===== src/hw/rtl/rsd_pkg.sv =====
package rsd_pkg;

  localparam int FIFO_DEPTH = 4;
  localparam int FIFO_AW    = $clog2(FIFO_DEPTH);

  localparam logic [7:0]  REG_IMAGE_WIDTH  = 8'd0;
  localparam logic [7:0]  REG_IMAGE_HEIGHT = 8'd1;

  localparam logic [15:0] COLOUR_SHADOW = 16'h001F;
  localparam logic [15:0] COLOUR_CLEAR  = 16'h07C0;
  localparam logic [15:0] ROW_SKIP      = 16'hFFFE;
  localparam logic [7:0]  ALPHA_SHADOW  = 8'd127;
  localparam logic [7:0]  ALPHA_OPAQUE  = 8'd255;

  typedef enum logic [2:0] {
    PH_LEAD,
    PH_TOTAL,
    PH_COLOUR,
    PH_DONE,
    PH_HALT
  } phase_t;

  typedef struct packed {
    logic [7:0]  blue;
    logic [7:0]  green;
    logic [7:0]  red;
    logic [7:0]  alpha;
    logic [15:0] run_length;
    logic        row_end;
    logic        image_end;
    logic        malformed;
  } result_t;

  typedef struct packed {
    logic [1:0] n;
    result_t    res0;
    result_t    res1;
  } push_t;

  function automatic result_t run_result(input logic [15:0] len);
    result_t r;
    r            = '0;
    r.run_length = len;
    return r;
  endfunction

  function automatic result_t pixel_result(input logic [15:0] c);
    result_t r;
    r            = '0;
    r.run_length = 16'd1;
    if (c == COLOUR_SHADOW) begin
      r.alpha = ALPHA_SHADOW;
    end else if (c == COLOUR_CLEAR) begin
      r.alpha = 8'd0;
    end else begin
      r.red   = {c[15:11], c[15:13]};
      r.green = {c[10:5], c[10:9]};
      r.blue  = {c[4:0], c[4:2]};
      r.alpha = ALPHA_OPAQUE;
    end
    return r;
  endfunction

endpackage


===== src/hw/rtl/rsd_in_if.sv =====
interface rsd_in_if;
  logic        valid;
  logic        ready;
  logic [15:0] data_word;
  logic        start_req;

  modport source (output valid, output data_word, output start_req, input ready);
  modport sink   (input valid, input data_word, input start_req, output ready);
endinterface


===== src/hw/rtl/rsd_out_if.sv =====
interface rsd_out_if;
  logic        valid;
  logic        ready;
  logic [7:0]  blue;
  logic [7:0]  green;
  logic [7:0]  red;
  logic [7:0]  alpha;
  logic [15:0] run_length;
  logic        row_end;
  logic        image_end;
  logic        malformed;

  modport source (output valid, output blue, output green, output red, output alpha,
                  output run_length, output row_end, output image_end, output malformed,
                  input ready);
  modport sink   (input valid, input blue, input green, input red, input alpha,
                  input run_length, input row_end, input image_end, input malformed,
                  output ready);
endinterface


===== src/hw/rtl/rsd_cfg_if.sv =====
interface rsd_cfg_if;
  logic        valid;
  logic        ready;
  logic [7:0]  reg_index;
  logic [15:0] wdata;

  modport source (output valid, output reg_index, output wdata, input ready);
  modport sink   (input valid, input reg_index, input wdata, output ready);
endinterface


===== src/hw/rtl/rsd_core.sv =====
module rsd_core (
  input  logic               clk,
  input  logic               rst,
  rsd_in_if.sink             sprite_in,
  input  logic [15:0]        image_width,
  input  logic [15:0]        image_height,
  input  logic               room,
  output rsd_pkg::push_t     push
);

  logic                in_valid_q;
  logic [15:0]         word_q;
  logic                start_q;
  logic                consume;

  rsd_pkg::phase_t     phase, phase_next;
  logic [15:0]         row_index, row_index_next;
  logic [15:0]         lead_count, lead_count_next;
  logic [15:0]         visible_total, visible_total_next;
  logic [15:0]         colours_left, colours_left_next;

  rsd_pkg::phase_t     cur_phase;
  logic [15:0]         cur_row;
  logic signed [17:0]  lead_s, total_s, width_s;
  logic                bad_hdr;
  logic [15:0]         total16, cl_new, left_dec, tail_total, trail;
  logic                do_tail, do_end, row_last;

  assign consume         = in_valid_q && room;
  assign sprite_in.ready = !in_valid_q || consume;

  // input register
  always_ff @(posedge clk) begin
    if (rst) begin
      in_valid_q <= 1'b0;
    end else if (sprite_in.ready) begin
      in_valid_q <= sprite_in.valid;
    end
  end

  always_ff @(posedge clk) begin
    if (sprite_in.ready && sprite_in.valid) begin
      word_q  <= sprite_in.data_word;
      start_q <= sprite_in.start_req;
    end
  end

  always_ff @(posedge clk) begin
    if (rst) begin
      phase         <= rsd_pkg::PH_LEAD;
      row_index     <= '0;
      lead_count    <= '0;
      visible_total <= '0;
      colours_left  <= '0;
    end else begin
      phase         <= phase_next;
      row_index     <= row_index_next;
      lead_count    <= lead_count_next;
      visible_total <= visible_total_next;
      colours_left  <= colours_left_next;
    end
  end

  assign cur_phase  = start_q ? rsd_pkg::PH_LEAD : phase;
  assign cur_row    = start_q ? 16'd0 : row_index;
  assign lead_s     = {{2{lead_count[15]}}, lead_count};
  assign total_s    = {{2{word_q[15]}}, word_q} + 18'sd1;
  assign width_s    = {2'b00, image_width};
  assign bad_hdr    = lead_count[15] || (lead_s > total_s) || (total_s > width_s);
  assign total16    = total_s[15:0];
  assign cl_new     = total16 - lead_count;
  assign left_dec   = (colours_left != 16'd0) ? colours_left - 16'd1 : 16'd0;
  assign tail_total = (cur_phase == rsd_pkg::PH_TOTAL) ? total16 : visible_total;
  assign trail      = (image_width > tail_total) ? image_width - tail_total : 16'd0;
  assign row_last   = ({1'b0, cur_row} + 17'd1) >= {1'b0, image_height};

  always_comb begin
    phase_next         = phase;
    row_index_next     = row_index;
    lead_count_next    = lead_count;
    visible_total_next = visible_total;
    colours_left_next  = colours_left;
    push               = '0;
    do_tail            = 1'b0;
    do_end             = 1'b0;

    if (consume) begin
      if (start_q) begin
        row_index_next    = '0;
        colours_left_next = '0;
        phase_next        = rsd_pkg::PH_LEAD;
      end
      case (cur_phase)
        rsd_pkg::PH_LEAD: begin
          lead_count_next = word_q;
          phase_next      = rsd_pkg::PH_TOTAL;
        end
        rsd_pkg::PH_TOTAL: begin
          if (word_q == rsd_pkg::ROW_SKIP) begin
            push.res0 = rsd_pkg::run_result(image_width);
            push.n    = 2'd1;
            do_end    = 1'b1;
          end else if (bad_hdr) begin
            push.res0           = '0;
            push.res0.malformed = 1'b1;
            push.n              = 2'd1;
            phase_next          = rsd_pkg::PH_HALT;
          end else begin
            visible_total_next = total16;
            if (lead_count != 16'd0) begin
              push.res0 = rsd_pkg::run_result(lead_count);
              push.n    = 2'd1;
            end
            colours_left_next = cl_new;
            if (cl_new == 16'd0) begin
              do_tail = 1'b1;
            end else begin
              phase_next = rsd_pkg::PH_COLOUR;
            end
          end
        end
        rsd_pkg::PH_COLOUR: begin
          push.res0         = rsd_pkg::pixel_result(word_q);
          push.n            = 2'd1;
          colours_left_next = left_dec;
          if (left_dec == 16'd0) begin
            do_tail = 1'b1;
          end
        end
        default: begin
        end
      endcase

      if (do_tail) begin
        if (trail != 16'd0 || push.n == 2'd0) begin
          if (push.n == 2'd0) begin
            push.res0 = rsd_pkg::run_result(trail);
          end else begin
            push.res1 = rsd_pkg::run_result(trail);
          end
          push.n = push.n + 2'd1;
        end
        do_end = 1'b1;
      end

      if (do_end) begin
        if (push.n == 2'd2) begin
          push.res1.row_end   = 1'b1;
          push.res1.image_end = row_last;
        end else begin
          push.res0.row_end   = 1'b1;
          push.res0.image_end = row_last;
        end
        if (row_last) begin
          phase_next = rsd_pkg::PH_DONE;
        end else begin
          row_index_next = cur_row + 16'd1;
          phase_next     = rsd_pkg::PH_LEAD;
        end
      end
    end
  end

  // stopped decoder stays silent until a restart
  a_silent_when_stopped: assert property (@(posedge clk) disable iff (rst)
    (consume && !start_q && (phase == rsd_pkg::PH_DONE || phase == rsd_pkg::PH_HALT))
      |-> push.n == 2'd0)
    else $error("result produced after image end or malformed header");

  a_malformed_alone: assert property (@(posedge clk) disable iff (rst)
    (push.n != 2'd0 && push.res0.malformed)
      |-> push.n == 2'd1 ##1 phase == rsd_pkg::PH_HALT)
    else $error("malformed result not single or decoder not halted");

  a_image_end_done: assert property (@(posedge clk) disable iff (rst)
    (push.n == 2'd1 && push.res0.image_end) || (push.n == 2'd2 && push.res1.image_end)
      |=> phase == rsd_pkg::PH_DONE)
    else $error("image end without entering done phase");

endmodule


===== src/hw/rtl/rsd_result_fifo.sv =====
module rsd_result_fifo (
  input  logic               clk,
  input  logic               rst,
  input  rsd_pkg::push_t     push,
  output logic               room,
  rsd_out_if.source          pixel_out
);

  localparam int DEPTH = rsd_pkg::FIFO_DEPTH;
  localparam int AW    = rsd_pkg::FIFO_AW;

  rsd_pkg::result_t mem [DEPTH];
  logic [AW-1:0]    wr_ptr, rd_ptr;
  logic [AW:0]      count;
  logic             pop;
  rsd_pkg::result_t head;

  assign room = count <= (AW+1)'(DEPTH - 2);
  assign pop  = pixel_out.valid && pixel_out.ready;
  assign head = mem[rd_ptr];

  always_ff @(posedge clk) begin
    if (push.n != 2'd0) begin
      mem[wr_ptr] <= push.res0;
    end
    if (push.n == 2'd2) begin
      mem[wr_ptr + AW'(1)] <= push.res1;
    end
  end

  always_ff @(posedge clk) begin
    if (rst) begin
      wr_ptr <= '0;
      rd_ptr <= '0;
      count  <= '0;
    end else begin
      wr_ptr <= wr_ptr + AW'(push.n);
      if (pop) begin
        rd_ptr <= rd_ptr + AW'(1);
      end
      count <= count + (AW+1)'(push.n) - (AW+1)'(pop);
    end
  end

  assign pixel_out.valid      = count != '0;
  assign pixel_out.blue       = head.blue;
  assign pixel_out.green      = head.green;
  assign pixel_out.red        = head.red;
  assign pixel_out.alpha      = head.alpha;
  assign pixel_out.run_length = head.run_length;
  assign pixel_out.row_end    = head.row_end;
  assign pixel_out.image_end  = head.image_end;
  assign pixel_out.malformed  = head.malformed;

  a_no_overflow: assert property (@(posedge clk) disable iff (rst)
    push.n != 2'd0 |-> ({1'b0, count} + (AW+2)'(push.n)) <= (AW+2)'(DEPTH))
    else $error("result queue overflow");

  a_count_bound: assert property (@(posedge clk) disable iff (rst)
    count <= (AW+1)'(DEPTH))
    else $error("result queue count out of range");

  a_pop_only: assert property (@(posedge clk) disable iff (rst)
    (pop && push.n == 2'd0) |=> count == $past(count) - (AW+1)'(1))
    else $error("queue count wrong after beat out");

endmodule


===== src/hw/rtl/rle_sprite_rgb565_decoder.sv =====
// Run-length sprite decoder, RGB565 rows to BGRA8888 pixels and runs.
// sprite_in: one 16-bit sprite data word per beat; start_req on a beat
//   restarts decoding at row 0 and that word is row 0's transparent count.
// pixel_out: one result per beat, a single pixel (run_length 1), a
//   transparent run, or a malformed-header marker; row_end/image_end flag
//   the last result of a row/image.
// cfg: register writes, index 0 image_width, index 1 image_height, always
//   ready; write only while the decoder is idle. Other indexes are ignored.
// Path: an accepted word is held in the input register, decoded
//   combinationally and written to the result queue, whose head drives
//   pixel_out.
// Throughput: one word per cycle while the result queue has room; a word
//   producing two results (a row end with a trailing run) takes two beats
//   out. The four entry result queue accepts a decode only with two entries free.
// Reset: width and height return to 1, decoding awaits row 0's header.
// Stalls on pixel_out fill the queue, then back-pressure sprite_in via
//   ready; no result is dropped.
module rle_sprite_rgb565_decoder (
  input  logic      clk,
  input  logic      rst,
  rsd_cfg_if.sink   cfg,
  rsd_in_if.sink    sprite_in,
  rsd_out_if.source pixel_out
);

  logic [15:0]    image_width;
  logic [15:0]    image_height;
  logic           room;
  rsd_pkg::push_t push;

  assign cfg.ready = 1'b1;

  always_ff @(posedge clk) begin
    if (rst) begin
      image_width  <= 16'd1;
      image_height <= 16'd1;
    end else if (cfg.valid) begin
      case (cfg.reg_index)
        rsd_pkg::REG_IMAGE_WIDTH:  image_width  <= cfg.wdata;
        rsd_pkg::REG_IMAGE_HEIGHT: image_height <= cfg.wdata;
        default: begin
        end
      endcase
    end
  end

  rsd_core u_core (
    .clk          (clk),
    .rst          (rst),
    .sprite_in    (sprite_in),
    .image_width  (image_width),
    .image_height (image_height),
    .room         (room),
    .push         (push)
  );

  rsd_result_fifo u_fifo (
    .clk       (clk),
    .rst       (rst),
    .push      (push),
    .room      (room),
    .pixel_out (pixel_out)
  );

endmodule

===== src/flat_wrapper.sv =====
// flat-port wrapper written by rule: the top's interface ports become plain ports
module rle_sprite_rgb565_decoder_flat 
  (clk, rst, cfg_valid, cfg_reg_index, cfg_wdata, cfg_ready, sprite_in_valid, sprite_in_data_word, sprite_in_start_req, sprite_in_ready, pixel_out_valid, pixel_out_blue, pixel_out_green, pixel_out_red, pixel_out_alpha, pixel_out_run_length, pixel_out_row_end, pixel_out_image_end, pixel_out_malformed, pixel_out_ready);
  rsd_cfg_if cfg_i ();
  rsd_in_if sprite_in_i ();
  rsd_out_if pixel_out_i ();
  input  logic clk;
  input  logic rst;
  input wire logic [$bits(cfg_i.valid)-1:0] cfg_valid;
  input wire logic [$bits(cfg_i.reg_index)-1:0] cfg_reg_index;
  input wire logic [$bits(cfg_i.wdata)-1:0] cfg_wdata;
  output wire logic [$bits(cfg_i.ready)-1:0] cfg_ready;
  input wire logic [$bits(sprite_in_i.valid)-1:0] sprite_in_valid;
  input wire logic [$bits(sprite_in_i.data_word)-1:0] sprite_in_data_word;
  input wire logic [$bits(sprite_in_i.start_req)-1:0] sprite_in_start_req;
  output wire logic [$bits(sprite_in_i.ready)-1:0] sprite_in_ready;
  output wire logic [$bits(pixel_out_i.valid)-1:0] pixel_out_valid;
  output wire logic [$bits(pixel_out_i.blue)-1:0] pixel_out_blue;
  output wire logic [$bits(pixel_out_i.green)-1:0] pixel_out_green;
  output wire logic [$bits(pixel_out_i.red)-1:0] pixel_out_red;
  output wire logic [$bits(pixel_out_i.alpha)-1:0] pixel_out_alpha;
  output wire logic [$bits(pixel_out_i.run_length)-1:0] pixel_out_run_length;
  output wire logic [$bits(pixel_out_i.row_end)-1:0] pixel_out_row_end;
  output wire logic [$bits(pixel_out_i.image_end)-1:0] pixel_out_image_end;
  output wire logic [$bits(pixel_out_i.malformed)-1:0] pixel_out_malformed;
  input wire logic [$bits(pixel_out_i.ready)-1:0] pixel_out_ready;
  assign cfg_i.valid = cfg_valid;
  assign cfg_i.reg_index = cfg_reg_index;
  assign cfg_i.wdata = cfg_wdata;
  assign cfg_ready = cfg_i.ready;
  assign sprite_in_i.valid = sprite_in_valid;
  assign sprite_in_i.data_word = sprite_in_data_word;
  assign sprite_in_i.start_req = sprite_in_start_req;
  assign sprite_in_ready = sprite_in_i.ready;
  assign pixel_out_valid = pixel_out_i.valid;
  assign pixel_out_blue = pixel_out_i.blue;
  assign pixel_out_green = pixel_out_i.green;
  assign pixel_out_red = pixel_out_i.red;
  assign pixel_out_alpha = pixel_out_i.alpha;
  assign pixel_out_run_length = pixel_out_i.run_length;
  assign pixel_out_row_end = pixel_out_i.row_end;
  assign pixel_out_image_end = pixel_out_i.image_end;
  assign pixel_out_malformed = pixel_out_i.malformed;
  assign pixel_out_i.ready = pixel_out_ready;
  rle_sprite_rgb565_decoder u_core (.clk(clk), .rst(rst), .cfg(cfg_i), .sprite_in(sprite_in_i), .pixel_out(pixel_out_i));
endmodule

===== config.mk =====
export PLATFORM = sky130hd
export DESIGN_NAME = rle_sprite_rgb565_decoder_flat
export DESIGN_NICKNAME = d
export VERILOG_FILES = /design/src/hw/rtl/rsd_pkg.sv /design/src/hw/rtl/rsd_in_if.sv /design/src/hw/rtl/rsd_out_if.sv /design/src/hw/rtl/rsd_cfg_if.sv /design/src/hw/rtl/rsd_core.sv /design/src/hw/rtl/rsd_result_fifo.sv /design/src/hw/rtl/rle_sprite_rgb565_decoder.sv /design/src/flat_wrapper.sv
export SDC_FILE = /design/constraint.sdc
export NUM_CORES = 1
export LEC_CHECK = 0
export BUFFER_PORTS_ARGS = -buffer_cell sky130_fd_sc_hd__buf_2
export CELL_PAD_IN_SITES_DETAIL_PLACEMENT = 2
export CELL_PAD_IN_SITES_GLOBAL_PLACEMENT = 2
export CORE_MARGIN = 8
export CORE_UTILIZATION = 44
export CTS_BUF_LIST = sky130_fd_sc_hd__clkbuf_8
export DETAILED_ROUTE_END_ITERATION = 6
export PLACE_DENSITY = 0.84
export SKIP_CTS_REPAIR_TIMING = 1
export SLEW_MARGIN = 20
export SYNTH_ARGS = -nofsm -noshare
export SYNTH_HDL_FRONTEND = slang
export SYNTH_HIERARCHICAL = 1
export SYNTH_SLANG_ARGS = --single-unit

===== constraint.sdc =====
create_clock -name clk -period 12.1 [get_ports clk]
set_clock_uncertainty 0.1 [all_clocks]
set_input_delay 0.605 -clock clk [delete_from_list [all_inputs] [get_ports clk]]
set_output_delay 0.605 -clock clk [all_outputs]
set_load 0.03 [all_outputs]

==> flow_summary.ini <==
[outcome]
outcome = completed

[global_routing]
grt.total_usage_pct = 28.00
met2_usage_pct = 47.70
grt_pass1_vias = 17810
grt_overflow = 0
gr-usage-met3_pct = 3.980
grt_pass1_wl_um = 116200
grt_start_max_net_pins = 89
grt.busiest_layer = met2
grt_use_met1_pct = 34.99
antenna_found_initial = 1

[min_path]
hold_depth = 1
hp-class = primary input to flop
hp-start = sprite_in_data_word[0]
whs_endpoint = u_core/u_core/word_q[0]

[route]
vias = 16530
wl_um = 77810
wl_per_cell_um = 29.45
drc = 0
drtPass1Iterations = 6
vias_per_cell = 6.256
final_antenna_net_count = 0
drt_iter0_drc = 1259

[yosys]
syn-mean-instance-area_um2 = 10.93
synth_area_um2 = 20880
ys.flop_type = edfxtp_1
synthTopCellsByArea = edfxtp_1 32%, mux2_2 11%, dfxtp_1 10%
ys_warn_count = 6
async_flop_share_pct = 0
synth_edf_count = 221
ys_seq_area_share_pct = 42.24
synth.distinct_cells = 90
synth_top_cell_by_area = edfxtp_1
yosysTopAreaCellShare_pct = 31.79
synthCells = 1910
ys_seq_elements = 330

[finish]
mostFrequentLayoutCell = edfxtp_1
drive_above_1_share_pct = 25.22
final_cell_mix = 221 x edfxtp_1, 209 x mux2_2, 127 x nor2_1
fillers = 4766
seqCellArea_um2 = 8823
multi_input_area_um2 = 10980
syn_to_final_growth_pct = 9.973
finish.net_count = 2116

[placement]
io_buffers = 98
finalWeightedCongestion = 0.8736
pre_cts_slack_ns = 3.642
hpwl_um = 50850

[critical_path]
path_common_cell = buf_4
crit_chain = clkinv_1, nand3_1, buf_4, nand2_1, o21ai_0, inv_1, ha_1, nor2b_1, o21ai_1, a21oi_1, o21ai_1, a21oi_1, or3_1, or4_1, or4_1, o311ai_2, and3_1, nand4b_1, buf_4, o31ai_4, buf_4
critPathBufInv = 5
crit_arrival_ns = 8.88
crit_slowest_cell = clkinv_1
cp_max_fo = 52
path_delay_family = simple AND/OR/NAND/NOR gates
crit_path_end_kind = flop
rr_worst_depth = 21
r2r_slack_ns = 3.42
cpPeakStageDelay_ns = 0.91
crit_type = flop to flop
crit_cells = 21
critPathRequiredTime_ns = 12.29
r2r_end = u_core/u_fifo/mem[0][27]
start_kind = flop
timing.rr.start = u_core/u_core/start_q

[cts]
cts_buffers = 58
clock-sinks = 330
cts_tree = built
cts_max_level = 2
clockBufferDepth = 3
clk_latency_ns = 0.69
root_buffer = clkbuf_8
clk_pin_slew_ns = 0.06

[die]
dieArea_um2 = 54670
start_util_pct = 44.19
die_y_um = 233.8
design.portCount = 100
fp-row-count = 80
core_um2 = 47250
die_w_um = 233.8

[sta]
finalSetupViolCount = 0
relSlewSlack_pct = 38.10
setup_slack_ns = 3.415
fin_setup_tns_ns = 0
period_needed_ns = 8.685
rsz0062_at_grt = no
slew_viol_final = 0
fin_crit_sh_pct = 71.78
hold_viol = 0
worst_slew_pin_slew_ns = 0.9285
fmax_mhz = 115.1

[power_and_ir_drop]
leakagePower_uw = 0.008897
pwr_density_cell_nw_per_um2 = 142.0
ir_worst_vdd_uv = 80.15

[flow_run]
drv_cap = 0
[stage by stage]
step	std cells	util, %	hold WS [ns]	area, um2	total power (uW)
after global placement	2523	45.74	0.3633	21610	2103
after floorplan	1942	-	0.3487	21000	1869
after CTS	2629	48.33	-0.06808	22830	3279
after detailed placement	2523	45.76	0.3762	21620	2133
final	2642	48.59	0.02899	22960	3259
after global routing	2641	48.59	0.00003669	22960	3385
[layout make-up]
type / count / area share (%)
Multi-Input combinational cell: 1362 / 47.83
Sequential cell: 330 / 38.43
Clock buffer: 70 / 4.196
Timing Repair Buffer: 141 / 3.662
Tap cell: 615 / 3.352
Inverter: 87 / 1.422
Clock inverter: 36 / 1.090
Antenna cell: 1 / 0.01090
[state kept, by name (all words and copies together), names as in the netlist, 16 cells and up, named ones only]
register,flops
u_core/u_core/colours_left,16
u_core/u_core/word_q,16
u_core/image_height,16
u_core/image_width,16
u_core/u_core/visible_total,16
u_core/u_core/row_index,16
u_core/u_fifo/mem,204
u_core/u_core/lead_count,16
[cells in the mapped netlist (16+ instances only)]
cell and count:
a211oi_1 22, a21o_1 20, a21oi_1 94, a22oi_1 20, a31oi_1 18, and2_1 25
and3_1 22, buf_2 21, buf_4 50, buf_6 16, clkbuf_1 70, dfxtp_1 109
edfxtp_1 221, ha_1 87, inv_1 86, mux2_2 209, mux2i_1 51, mux4_2 51
nand2_1 79, nand2b_1 65, nand3_1 56, nor2_1 130, nor2b_1 22, nor3_1 54
nor4_1 16, o21a_1 16, o21ai_0 54, xnor2_1 25, xor2_1 17
[power breakdown]
group	total [uW]	leakage [uW]	switching, uW	internal [uW]
clock	1120	0.000705	531	591
sequential	1280	0.00307	58.3	1220
combinational	861	0.00512	558	303
[cells by family (layout without fill, tap and decap cells)]
kind of cell    after synthesis  in the layout  share of synthesized area (%)
xor+xnor                     44             44                          1.984
fa+ha+maj                    90             90                          5.502
mux                         311            311                          19.22
flops                       330            330                          42.24
other cells                   2             35                        0.03597
buf+inv                     250            334                          6.191
simple gates                555            555                          14.37
compound gates              328            328                          10.46
[routing by layer]
metal,share of wire [%],up-vias
met5,0,-
met4,4.4,0
met3,5.0,188
met2,49,612
met1,42,8532
li1,-,7197
[worst max-delay path by stage]
stage	startpoint	endpoint	slack (ns)
2_1_floorplan	u_core/u_core/start_q	u_core/u_fifo/mem[0][0]	2.95
3_3_place_gp	u_core/u_core/start_q	u_core/u_fifo/mem[2][46]	4.02
3_5_place_dp	u_core/u_core/start_q	u_core/u_fifo/mem[0][41]	3.64
4_1_cts	u_core/u_core/start_q	u_core/u_fifo/mem[2][29]	3.51
5_1_grt	u_core/u_core/start_q	u_core/u_fifo/mem[2][32]	3.04
6_report	u_core/u_core/start_q	u_core/u_fifo/mem[0][27]	3.42
Power figures use the tool's default switching activity.
